--- src/design/gtj_pkg.sv ---
package gtj_pkg;

   localparam int MAX_WIDTH_DEF = 32;
   localparam logic [7:0] SPACE_CHAR = 8'h20;
   localparam int CFG_DW = 32;
   localparam logic [0:0] REG_LINE_WIDTH = 1'b0;

   // Command from the controller to the datapath.
   typedef struct packed {
      logic accept;      // take the character on the input
      logic append;      // copy the finished word into the line
      logic emit_start;  // prepare an emission pass
      logic emit_step;   // produce one character of the line
      logic last_line;   // the line being emitted is the final one
      logic cfg_clear;   // a width write discards everything
   } gtj_cmd_type;

   // Status from the datapath to the controller.
   typedef struct packed {
      logic need_flush;  // the finished word does not fit the buffered line
      logic emit_done;   // the last character of the line is being produced
      logic copy_busy;   // a word is still being copied into the line store
   } gtj_stat_type;

endpackage

--- src/design/gtj_ram.sv ---
module gtj_ram #(
   parameter int WIDTH = 8,
   parameter int DEPTH = 32
) (
   input  logic                     clock,
   input  logic                     wr_en,
   input  logic [$clog2(DEPTH)-1:0] wr_addr,
   input  logic [WIDTH-1:0]         wr_data,
   input  logic [$clog2(DEPTH)-1:0] rd_addr,
   output logic [WIDTH-1:0]         rd_data
);

   logic [WIDTH-1:0] mem [DEPTH];

   always_ff @(posedge clock) begin
      if (wr_en) begin
         mem[wr_addr] <= wr_data;
      end
      rd_data <= mem[rd_addr];
   end

endmodule

--- src/design/gtj_datapath.sv ---
module gtj_datapath #(
   parameter int MAX_WIDTH = gtj_pkg::MAX_WIDTH_DEF
) (
   input  logic                 clock,
   input  logic                 reset,
   input  gtj_pkg::gtj_cmd_type cmd,
   output gtj_pkg::gtj_stat_type stat,
   input  logic [5:0]           width,
   input  logic [7:0]           in_char,
   output logic [7:0]           out_char,
   output logic                 end_of_line,
   output logic                 word_overflow
);
   import gtj_pkg::*;

   localparam int AW = $clog2(MAX_WIDTH);
   localparam int MAX_WORDS = (MAX_WIDTH + 1) / 2;
   localparam int WAW = (MAX_WORDS > 1) ? $clog2(MAX_WORDS) : 1;

   // Effective width.
   logic [5:0] w_eff;
   always_comb begin
      priority if (width == 6'd0) begin
         w_eff = 6'd1;
      end else if (width > 6'(MAX_WIDTH)) begin
         w_eff = 6'(MAX_WIDTH);
      end else begin
         w_eff = width;
      end
   end

   logic [5:0] cur_len_ff, cur_len_in;
   logic       ovf_ff, ovf_in;
   logic [5:0] line_len_ff, line_len_in;
   logic [5:0] words_ff, words_in;
   logic       cut_ff, cut_in;
   // Word characters live in registers: a word is copied whole into the line.
   logic [7:0] word_ff [MAX_WIDTH];
   logic [5:0] wlen_ff [MAX_WORDS];

   // Line store memory (written while a word is appended, one char a cycle).
   logic [5:0] app_idx_ff, app_idx_in;
   logic       app_busy_ff, app_busy_in;
   logic [5:0] app_off_ff, app_off_in;
   logic       wr_en;
   logic [AW-1:0] wr_addr, rd_addr;
   logic [7:0] wr_data, rd_data;

   // Emission state.
   logic [5:0] pos_ff, pos_in;
   logic [5:0] src_ff, src_in;
   logic [5:0] k_ff, k_in;
   logic [5:0] i_ff, i_in;
   logic [5:0] g_ff, g_in;
   logic       in_gap_ff, in_gap_in;
   logic [5:0] base_ff, base_in;
   logic [5:0] extra_ff, extra_in;
   logic       last_ff, last_in;
   // Spare / gaps by restoring division, one bit per cycle during setup.
   logic [5:0] div_rem_ff, div_rem_in;
   logic [5:0] div_q_ff, div_q_in;
   logic [2:0] div_cnt_ff, div_cnt_in;

   logic [5:0] gaps, chars, spare;
   assign gaps  = (words_ff != 6'd0) ? words_ff - 6'd1 : 6'd0;
   assign chars = line_len_ff - gaps;
   assign spare = (w_eff > chars) ? w_eff - chars : 6'd0;

   logic [5:0] cur_wlen;
   assign cur_wlen = wlen_ff[k_ff[WAW-1:0]];

   // Slot of the word most recently appended, the one being copied.
   logic [5:0] new_idx;
   assign new_idx = words_ff - 6'd1;

   always_comb begin
      cur_len_in  = cur_len_ff;
      ovf_in      = ovf_ff;
      line_len_in = line_len_ff;
      words_in    = words_ff;
      cut_in      = cut_ff;
      app_idx_in  = app_idx_ff;
      app_busy_in = app_busy_ff;
      app_off_in  = app_off_ff;
      pos_in = pos_ff; src_in = src_ff; k_in = k_ff; i_in = i_ff; g_in = g_ff;
      in_gap_in = in_gap_ff; base_in = base_ff; extra_in = extra_ff;
      last_in = last_ff;
      div_rem_in = div_rem_ff; div_q_in = div_q_ff; div_cnt_in = div_cnt_ff;
      wr_en   = 1'b0;
      wr_addr = app_off_ff[AW-1:0] + app_idx_ff[AW-1:0];
      wr_data = word_ff[app_idx_ff[AW-1:0]];
      rd_addr = src_ff[AW-1:0];

      if (cmd.accept) begin
         if (cur_len_ff < w_eff) begin
            cur_len_in = cur_len_ff + 6'd1;
         end else begin
            ovf_in = 1'b1;
         end
      end
      if (cmd.append) begin
         app_off_in  = (words_ff != 6'd0) ? line_len_ff - (words_ff - 6'd1) : 6'd0;
         app_idx_in  = 6'd0;
         app_busy_in = (cur_len_ff != 6'd0);
         line_len_in = line_len_ff + cur_len_ff + ((words_ff != 6'd0) ? 6'd1 : 6'd0);
         words_in    = words_ff + 6'd1;
         cut_in      = cut_ff | ovf_ff;
         cur_len_in  = 6'd0;
         ovf_in      = 1'b0;
      end
      if (app_busy_ff) begin
         wr_en      = 1'b1;
         app_idx_in = app_idx_ff + 6'd1;
         if (app_idx_ff + 6'd1 >= wlen_ff[new_idx[WAW-1:0]]) begin
            app_busy_in = 1'b0;
         end
      end
      if (cmd.emit_start) begin
         last_in    = cmd.last_line;
         pos_in     = 6'd0;
         src_in     = 6'd0;
         k_in       = 6'd0;
         i_in       = 6'd0;
         in_gap_in  = 1'b0;
         div_rem_in = 6'd0;
         div_q_in   = spare;
         div_cnt_in = 3'd6;
         rd_addr    = '0;
      end else if (div_cnt_ff != 3'd0) begin
         div_cnt_in = div_cnt_ff - 3'd1;
         if ({div_rem_ff[4:0], div_q_ff[5]} >= gaps && gaps != 6'd0) begin
            div_rem_in = {div_rem_ff[4:0], div_q_ff[5]} - gaps;
            div_q_in   = {div_q_ff[4:0], 1'b1};
         end else begin
            div_rem_in = {div_rem_ff[4:0], div_q_ff[5]};
            div_q_in   = {div_q_ff[4:0], 1'b0};
         end
         if (div_cnt_ff == 3'd1) begin
            if (gaps != 6'd0 && !last_ff) begin
               base_in  = div_q_in;
               extra_in = div_rem_in;
            end else begin
               base_in  = 6'd0;
               extra_in = 6'd0;
            end
         end
      end
      if (cmd.emit_step) begin
         pos_in = pos_ff + 6'd1;
      end
      if (cmd.emit_step && !in_gap_ff && k_ff < words_ff && i_ff < cur_wlen) begin
         src_in  = src_ff + 6'd1;
         rd_addr = src_in[AW-1:0];
         i_in    = i_ff + 6'd1;
      end else if (cmd.emit_step && in_gap_ff && g_ff != 6'd0) begin
         g_in = g_ff - 6'd1;
      end
      // Advance over finished words and gaps so the next cycle sees the
      // right character class.
      if (cmd.emit_step) begin
         if (!in_gap_ff && k_ff < words_ff && i_in >= cur_wlen) begin
            if (k_ff + 6'd1 < words_ff) begin
               in_gap_in = 1'b1;
               g_in = last_ff ? 6'd1 : base_ff + ((k_ff < extra_ff) ? 6'd1 : 6'd0);
            end else begin
               k_in = k_ff + 6'd1;
            end
         end else if (in_gap_ff && g_in == 6'd0) begin
            in_gap_in = 1'b0;
            k_in = k_ff + 6'd1;
            i_in = 6'd0;
         end
      end
      if (cmd.emit_step && stat.emit_done) begin
         line_len_in = (cmd.append) ? line_len_in : 6'd0;
         words_in    = 6'd0;
         cut_in      = 1'b0;
      end
      if (cmd.cfg_clear) begin
         cur_len_in  = 6'd0;
         ovf_in      = 1'b0;
         line_len_in = 6'd0;
         words_in    = 6'd0;
         cut_in      = 1'b0;
         app_busy_in = 1'b0;
      end
   end

   always_ff @(posedge clock) begin
      if (cmd.accept && cur_len_ff < w_eff) begin
         word_ff[cur_len_ff[AW-1:0]] <= in_char;
      end
      if (cmd.append) begin
         wlen_ff[words_ff[WAW-1:0]] <= cur_len_ff;
      end
      app_idx_ff <= app_idx_in; app_off_ff <= app_off_in;
      pos_ff <= pos_in; src_ff <= src_in; k_ff <= k_in; i_ff <= i_in; g_ff <= g_in;
      in_gap_ff <= in_gap_in; base_ff <= base_in; extra_ff <= extra_in;
      last_ff <= last_in; div_rem_ff <= div_rem_in; div_q_ff <= div_q_in;
      if (reset) begin
         cur_len_ff <= '0; ovf_ff <= 1'b0; line_len_ff <= '0; words_ff <= '0;
         cut_ff <= 1'b0; app_busy_ff <= 1'b0; div_cnt_ff <= '0;
      end else begin
         cur_len_ff <= cur_len_in; ovf_ff <= ovf_in; line_len_ff <= line_len_in;
         words_ff <= words_in; cut_ff <= cut_in; app_busy_ff <= app_busy_in;
         div_cnt_ff <= div_cnt_in;
      end
   end

   gtj_ram #(.WIDTH(8), .DEPTH(MAX_WIDTH)) u_line (
      .clock  (clock),
      .wr_en  (wr_en),
      .wr_addr(wr_addr),
      .wr_data(wr_data),
      .rd_addr(rd_addr),
      .rd_data(rd_data)
   );

   assign stat.need_flush = (words_ff != 6'd0) &&
                            (7'(line_len_ff) + 7'd1 + 7'(cur_len_ff) > 7'(w_eff));
   assign stat.emit_done  = (pos_ff + 6'd1 == w_eff);
   assign stat.copy_busy  = app_busy_ff;

   assign out_char      = (!in_gap_ff && k_ff < words_ff && i_ff < cur_wlen) ?
                          rd_data : SPACE_CHAR;
   assign end_of_line   = stat.emit_done;
   assign word_overflow = cut_ff;

endmodule

--- src/design/gtj_ctrl.sv ---
module gtj_ctrl (
   input  logic                  clock,
   input  logic                  reset,
   input  logic                  req_tvalid,
   output logic                  req_tready,
   input  logic                  word_end,
   input  logic                  final_word,
   input  logic                  cfg_write,
   output logic                  rsp_tvalid,
   input  logic                  rsp_tready,
   output logic                  rsp_last,
   output gtj_pkg::gtj_cmd_type  cmd,
   input  gtj_pkg::gtj_stat_type stat
);
   import gtj_pkg::*;

   localparam logic [2:0] S_IDLE   = 3'd0;
   localparam logic [2:0] S_APPEND = 3'd1;
   localparam logic [2:0] S_SETUP  = 3'd2;
   localparam logic [2:0] S_EMIT   = 3'd3;
   localparam logic [2:0] S_WAIT   = 3'd4;

   logic [2:0] state_ff, state_in;
   logic       fin_ff, fin_in;
   logic       flush_ff, flush_in;
   logic [3:0] wait_ff, wait_in;

   always_comb begin
      state_in   = state_ff;
      fin_in     = fin_ff;
      flush_in   = flush_ff;
      wait_in    = wait_ff;
      cmd        = '0;
      req_tready = 1'b0;
      rsp_tvalid = 1'b0;
      rsp_last   = 1'b0;
      unique case (state_ff)
         S_IDLE: begin
            req_tready = 1'b1;
            if (req_tvalid) begin
               cmd.accept = 1'b1;
               if (word_end) begin
                  fin_in   = final_word;
                  state_in = S_APPEND;
               end
            end
         end
         S_APPEND: begin
            if (stat.need_flush) begin
               flush_in       = 1'b1;
               cmd.emit_start = 1'b1;
               state_in       = S_SETUP;
            end else begin
               cmd.append = 1'b1;
               wait_in    = 4'd0;
               flush_in   = 1'b0;
               state_in   = S_WAIT;
            end
            wait_in = 4'd0;
         end
         S_SETUP: begin
            wait_in = wait_ff + 4'd1;
            if (wait_ff == 4'd7) begin
               state_in = S_EMIT;
            end
         end
         S_EMIT: begin
            rsp_tvalid   = 1'b1;
            cmd.last_line = !flush_ff;
            rsp_last     = stat.emit_done && !(flush_ff && fin_ff);
            if (rsp_tready) begin
               cmd.emit_step = 1'b1;
               if (stat.emit_done) begin
                  state_in = flush_ff ? S_APPEND : S_IDLE;
                  flush_in = 1'b0;
                  if (flush_ff) begin
                     // Line was flushed; now append the pending word.
                     state_in = S_APPEND;
                  end
               end
            end
         end
         S_WAIT: begin
            // Let the word copy finish before any read of the line store.
            if (!stat.copy_busy) begin
               if (fin_ff) begin
                  cmd.emit_start = 1'b1;
                  cmd.last_line  = 1'b1;
                  fin_in         = 1'b0;
                  wait_in        = 4'd0;
                  state_in       = S_SETUP;
               end else begin
                  state_in = S_IDLE;
               end
            end
         end
         default: begin
            state_in = S_IDLE;
         end
      endcase
      if (cfg_write) begin
         cmd.cfg_clear = 1'b1;
      end
   end

   always_ff @(posedge clock) begin
      if (reset) begin
         state_ff <= S_IDLE;
         fin_ff   <= 1'b0;
         flush_ff <= 1'b0;
         wait_ff  <= '0;
      end else begin
         state_ff <= state_in;
         fin_ff   <= fin_in;
         flush_ff <= flush_in;
         wait_ff  <= wait_in;
      end
   end

   a_no_accept_busy: assert property (@(posedge clock) disable iff (reset)
      (state_ff != S_IDLE) |-> !req_tready) else $error("accept while busy");
   a_out_only_emit: assert property (@(posedge clock) disable iff (reset)
      rsp_tvalid |-> (state_ff == S_EMIT)) else $error("result outside emit");
   a_emit_exclusive: assert property (@(posedge clock) disable iff (reset)
      !(cmd.append && cmd.emit_step)) else $error("append during emit");

endmodule

--- src/design/greedy_text_justifier.sv ---
// Greedy full text justifier.
// Input stream (req_*): one character per beat; tuser carries word_end in
// bit 0 and final_word in bit 1. Output stream (rsp_*): one character of a
// justified line per beat; tlast marks the last beat caused by one input
// beat, tuser carries end_of_line (bit 0) and word_overflow (bit 1).
// The line width register is written over the APB-style csr_ port at
// address 0; a write discards the partial word and the buffered line.
// A character that does not end a word takes only its own beat. A word end
// of L characters takes the beat itself, an append step, then the copy of
// each character into the line store and a check that the copy finished.
// Each emitted line first passes a setup phase that runs the bit-serial
// spare-space divider, then gives one character per output beat (W
// characters for a line of width W); a line flushed ahead of a word then
// returns to the append step.
// The input accepts no beat while a line is being emitted or a word copied.
// When the receiver stalls, the current output beat holds until taken.
// Reset returns the width to 16 and empties the line and word buffers.
module greedy_text_justifier #(
   parameter int MAX_WIDTH = gtj_pkg::MAX_WIDTH_DEF
) (
   input  logic        clock,
   input  logic        reset,
   input  logic        req_tvalid,
   output logic        req_tready,
   input  logic [7:0]  req_tdata,   // in_char
   input  logic [1:0]  req_tuser,   // word_end, final_word
   output logic        rsp_tvalid,
   input  logic        rsp_tready,
   output logic [7:0]  rsp_tdata,   // out_char
   output logic        rsp_tlast,   // last_of_run
   output logic [1:0]  rsp_tuser,   // end_of_line, word_overflow
   input  logic        csr_psel,
   input  logic        csr_penable,
   input  logic        csr_pwrite,
   input  logic [2:0]  csr_paddr,
   input  logic [31:0] csr_pwdata,
   output logic [31:0] csr_prdata,
   output logic        csr_pready
);
   import gtj_pkg::*;

   logic [5:0]   width_ff;
   logic         cfg_write;
   gtj_cmd_type  cmd;
   gtj_stat_type stat;

   assign csr_pready = 1'b1;
   assign cfg_write  = csr_psel && csr_penable && csr_pwrite &&
                       (csr_paddr[2] == REG_LINE_WIDTH) && (csr_paddr[1:0] == 2'b00);
   assign csr_prdata = (csr_paddr[2] == REG_LINE_WIDTH) ? {26'd0, width_ff} : 32'd0;

   always_ff @(posedge clock) begin
      if (reset) begin
         width_ff <= 6'd16;
      end else if (cfg_write) begin
         width_ff <= csr_pwdata[5:0];
      end
   end

   gtj_ctrl u_ctrl (
      .clock     (clock),
      .reset     (reset),
      .req_tvalid(req_tvalid),
      .req_tready(req_tready),
      .word_end  (req_tuser[0]),
      .final_word(req_tuser[1]),
      .cfg_write (cfg_write),
      .rsp_tvalid(rsp_tvalid),
      .rsp_tready(rsp_tready),
      .rsp_last  (rsp_tlast),
      .cmd       (cmd),
      .stat      (stat)
   );

   gtj_datapath #(.MAX_WIDTH(MAX_WIDTH)) u_dp (
      .clock        (clock),
      .reset        (reset),
      .cmd          (cmd),
      .stat         (stat),
      .width        (width_ff),
      .in_char      (req_tdata),
      .out_char     (rsp_tdata),
      .end_of_line  (rsp_tuser[0]),
      .word_overflow(rsp_tuser[1])
   );

endmodule
--- config.mk ---
export PLATFORM = sky130hd
export DESIGN_NAME = greedy_text_justifier
export DESIGN_NICKNAME = d
export VERILOG_FILES = /design/src/design/gtj_pkg.sv /design/src/design/gtj_ram.sv /design/src/design/gtj_datapath.sv /design/src/design/gtj_ctrl.sv /design/src/design/greedy_text_justifier.sv
export SDC_FILE = /design/constraint.sdc
export NUM_CORES = 1
export LEC_CHECK = 0
export ABC_AREA = 1
export BUFFER_PORTS_ARGS = -buffer_cell sky130_fd_sc_hd__buf_2
export CORE_AREA = 2 2 266 268
export DETAILED_ROUTE_END_ITERATION = 16
export DIE_AREA = 0 0 268 270
export PLACE_DENSITY = 0.66
export REMOVE_ABC_BUFFERS = 1
export SLEW_MARGIN = 20
export SYNTH_ARGS = -nofsm -noshare
export SYNTH_HDL_FRONTEND = slang
export SYNTH_SLANG_ARGS = --single-unit
--- constraint.sdc ---
create_clock -name clock -period 10.91 [get_ports clock]
set_input_delay 1.6365 -clock clock [delete_from_list [all_inputs] [get_ports clock]]
set_output_delay 1.6365 -clock clock [all_outputs]
set_load 0.01 [all_outputs]
==> out/qor.txt <==
Commonest non-fill, non-tap cells in the layout: 649 x edfxtp_1, 496 x nand2_1, 428 x inv_1
Max-slew headroom: 0.307
FF+latch count, synth: 725
R2r startpoint: u_dp.cur_len_ff[0]
Library cells used by synthesis: 62
First-pass GRT wire length: 128000 microns
Initial antenna violation count: 1
Postcts setup bufs: 0
H-tree Lvls: 3
Row cnt: 97
PD cells: 210 nW/um^2
Crit-path slowest cell: dfxtp_1
CP Data Arrival Time: 7250 ps
Wire per inst: 19.0 microns
Iter 0 DRT Violations: 2103
Post-CTS sizing: 0
Detailed Place HPWL: 49600 microns
Uppermost routed layer: met5
Met2 WL: 40200 microns
RSZ-0062 raised after global routing: no
Fmax: 0.148 GHz
Clock sinks: 725
DR pass1 iterations: 5
Total Wirelength: 83000 microns
Post-Syn Area: 34400 sq um
Cells after synthesis: 3383
Max_cap viols: 0
Clock skew: 27.1 ps
Post-synth EDFFs: 649
Vias in the first global route: 22800
Area of the core: 69500 sq um
Grt total ovfl: 0
Fin crit period: 6740 ps
Final instance area: 37900 sq um
Total negative setup slack: 0 ps
Largest net degree at the start of global routing: 83
Fin worst setup slack: 4170 ps
Crit path launch type: register
Placed Cells: 4237
Min-Delay Path Class: register to register
Area Overhead vs Synth: 10.1%
Top cell family by delay on the critical path: simple AND/OR/NAND/NOR gates
# setup viols final: 0
Starting Density: 0.495
Die ar.: 72400 sq um
Final period util: 0.618
Clk_lat worst skew: 640 ps
Share of layout cells above drive strength 1: 0.0690
Routability-driven placement congestion ratio: 0.836
Hold_buf cts: 0
Detailed-route via count: 24100
Clk slew on worst S/H paths: 60 ps
Filler cells: 6021
Met1 WL: 35400 microns
Most common cell after layout, fill and taps aside: edfxtp_1
Slew @ Worst Pin: 1040 ps
Boundary Pins: 98
Root Driver: clkbuf_16
Vias per cell: 5.51
Kind of critical path: register to register
Hold_sp: u_dp.word_overflow
Crit end category: register
Syn avg cell area: 10.2 sq um
WL met3: 5600 microns
Post-synth top area cell: edfxtp_1
Drt drc: 0
Final cell count without fillers: 4377
Top cells by area, synth: edfxtp_1 57%, nand3_1 5.6%, nand2_1 5.4%
GRT Util Overall: 0.228
Final ANT Viol Nets: 0
Top cell by count, worst path: nand2_1
Post-synthesis sequential area ratio: 0.610
Worst VDD drop: 0.155 mV
Die width: 268 microns
Worst Path Max Fanout: 20
Final max-slew violation count: 0
Post-place setup slack: 4220 ps
TritonCTS buffer count: 77
WP buf/inv: 8
Antenna diode count: 0
End-of-flow core utilization: 0.545
CTS Buffer Depth: 3
Final Hold Fails: 0
Crit path required time: 11420 ps
Post-DP Area: 35400 sq um
Die Y: 270 microns
Yosys top cell area share: 0.566
Ys flop type: edfxtp_1
Max stage delay on crit path: 770 ps
Yosys warnings: 0
Leak Pwr: 14.9 nW
Crit path from: u_dp.cur_len_ff[0]
PortBufs: 44
Share of flip-flops with an asynchronous set or reset: 0
Outcome: finished, final reports clean
CTS tree: yes
Nets: 3531
[Yosys cell counts (32+ instances only)]
cell type,number
edfxtp_1,649
nand2_1,499
inv_1,429
nand3_1,384
nor2_1,357
o21ai_0,218
a21oi_1,144
clkbuf_1,101
ha_1,95
dfxtp_1,76
o221ai_1,50
buf_2,45
xor2_1,35
buf_4,32
[cells by family after synthesis]
kind of cell,share of synthesized area
simple gates,0.168
xor+xnor,0.0130
compound gates,0.0943
mux,0.000872
other cells,0.000218
fa+ha+maj,0.0392
flops,0.610
buf+inv,0.0744
[state kept, by name (all words and copies together) (netlist names), 8 cells and up, named ones only]
name                 count
u_dp.u_line.mem        256
u_dp.word_ff           256
u_dp.wlen_ff            96
u_dp.u_line.rd_data      8
[layout make-up]
type / instances / area (sq um) / share of cell area
Clock buffer: 100 / 2080 / 0.0550
Clock inverter: 40 / 449 / 0.0119
Inverter: 439 / 1650 / 0.0436
Multi-Input combinational cell: 2054 / 11000 / 0.291
Sequential cell: 725 / 21000 / 0.554
Tap cell: 940 / 1180 / 0.0310
Timing Repair Buffer: 79 / 483 / 0.0127
[through the flow]
| step | power (mW) | hold WS, ps |
|---|---|---|
| floorplan | 4.69 | 437 |
| global placement | 5.37 | 455 |
| detailed placement | 5.40 | 457 |
| CTS | 8.00 | 473 |
| global route | 8.34 | 488 |
| finish | 7.97 | 470 |
[per-layer routing]
| metal | GRT usage | up-vias |
|---|---|---|
| li1 | - | 11600 |
| met1 | 0.311 | 11500 |
| met2 | 0.378 | 838 |
| met3 | 0.0319 | 135 |
| met4 | 0.0704 | 2 |
| met5 | 0 | - |
[power breakdown]
part           total, mW  switching (mW)  leakage (nW)  internal, mW
Sequential          3.40          0.0689          6.57          3.33
Clock               2.61            1.10          1.23          1.51
Combinational       1.95            1.38          7.09         0.569
Total               7.97            2.56          14.9          5.41
[worst paths after layout]
path	end	slack (ps)	cells after the start
worst max-delay path	u_dp.g_ff[3]	4170	35
worst min register to register	u_dp.word_overflow	470	2
worst min-delay path	u_dp.word_overflow	470	2
worst max register to register	u_dp.g_ff[3]	4170	35
[worst min-delay path: stages, from the launching register on]
cell,delay (ps)
dfxtp_1,320
inv_1,50
a21oi_1,50
Power figures use the tool's default switching activity.
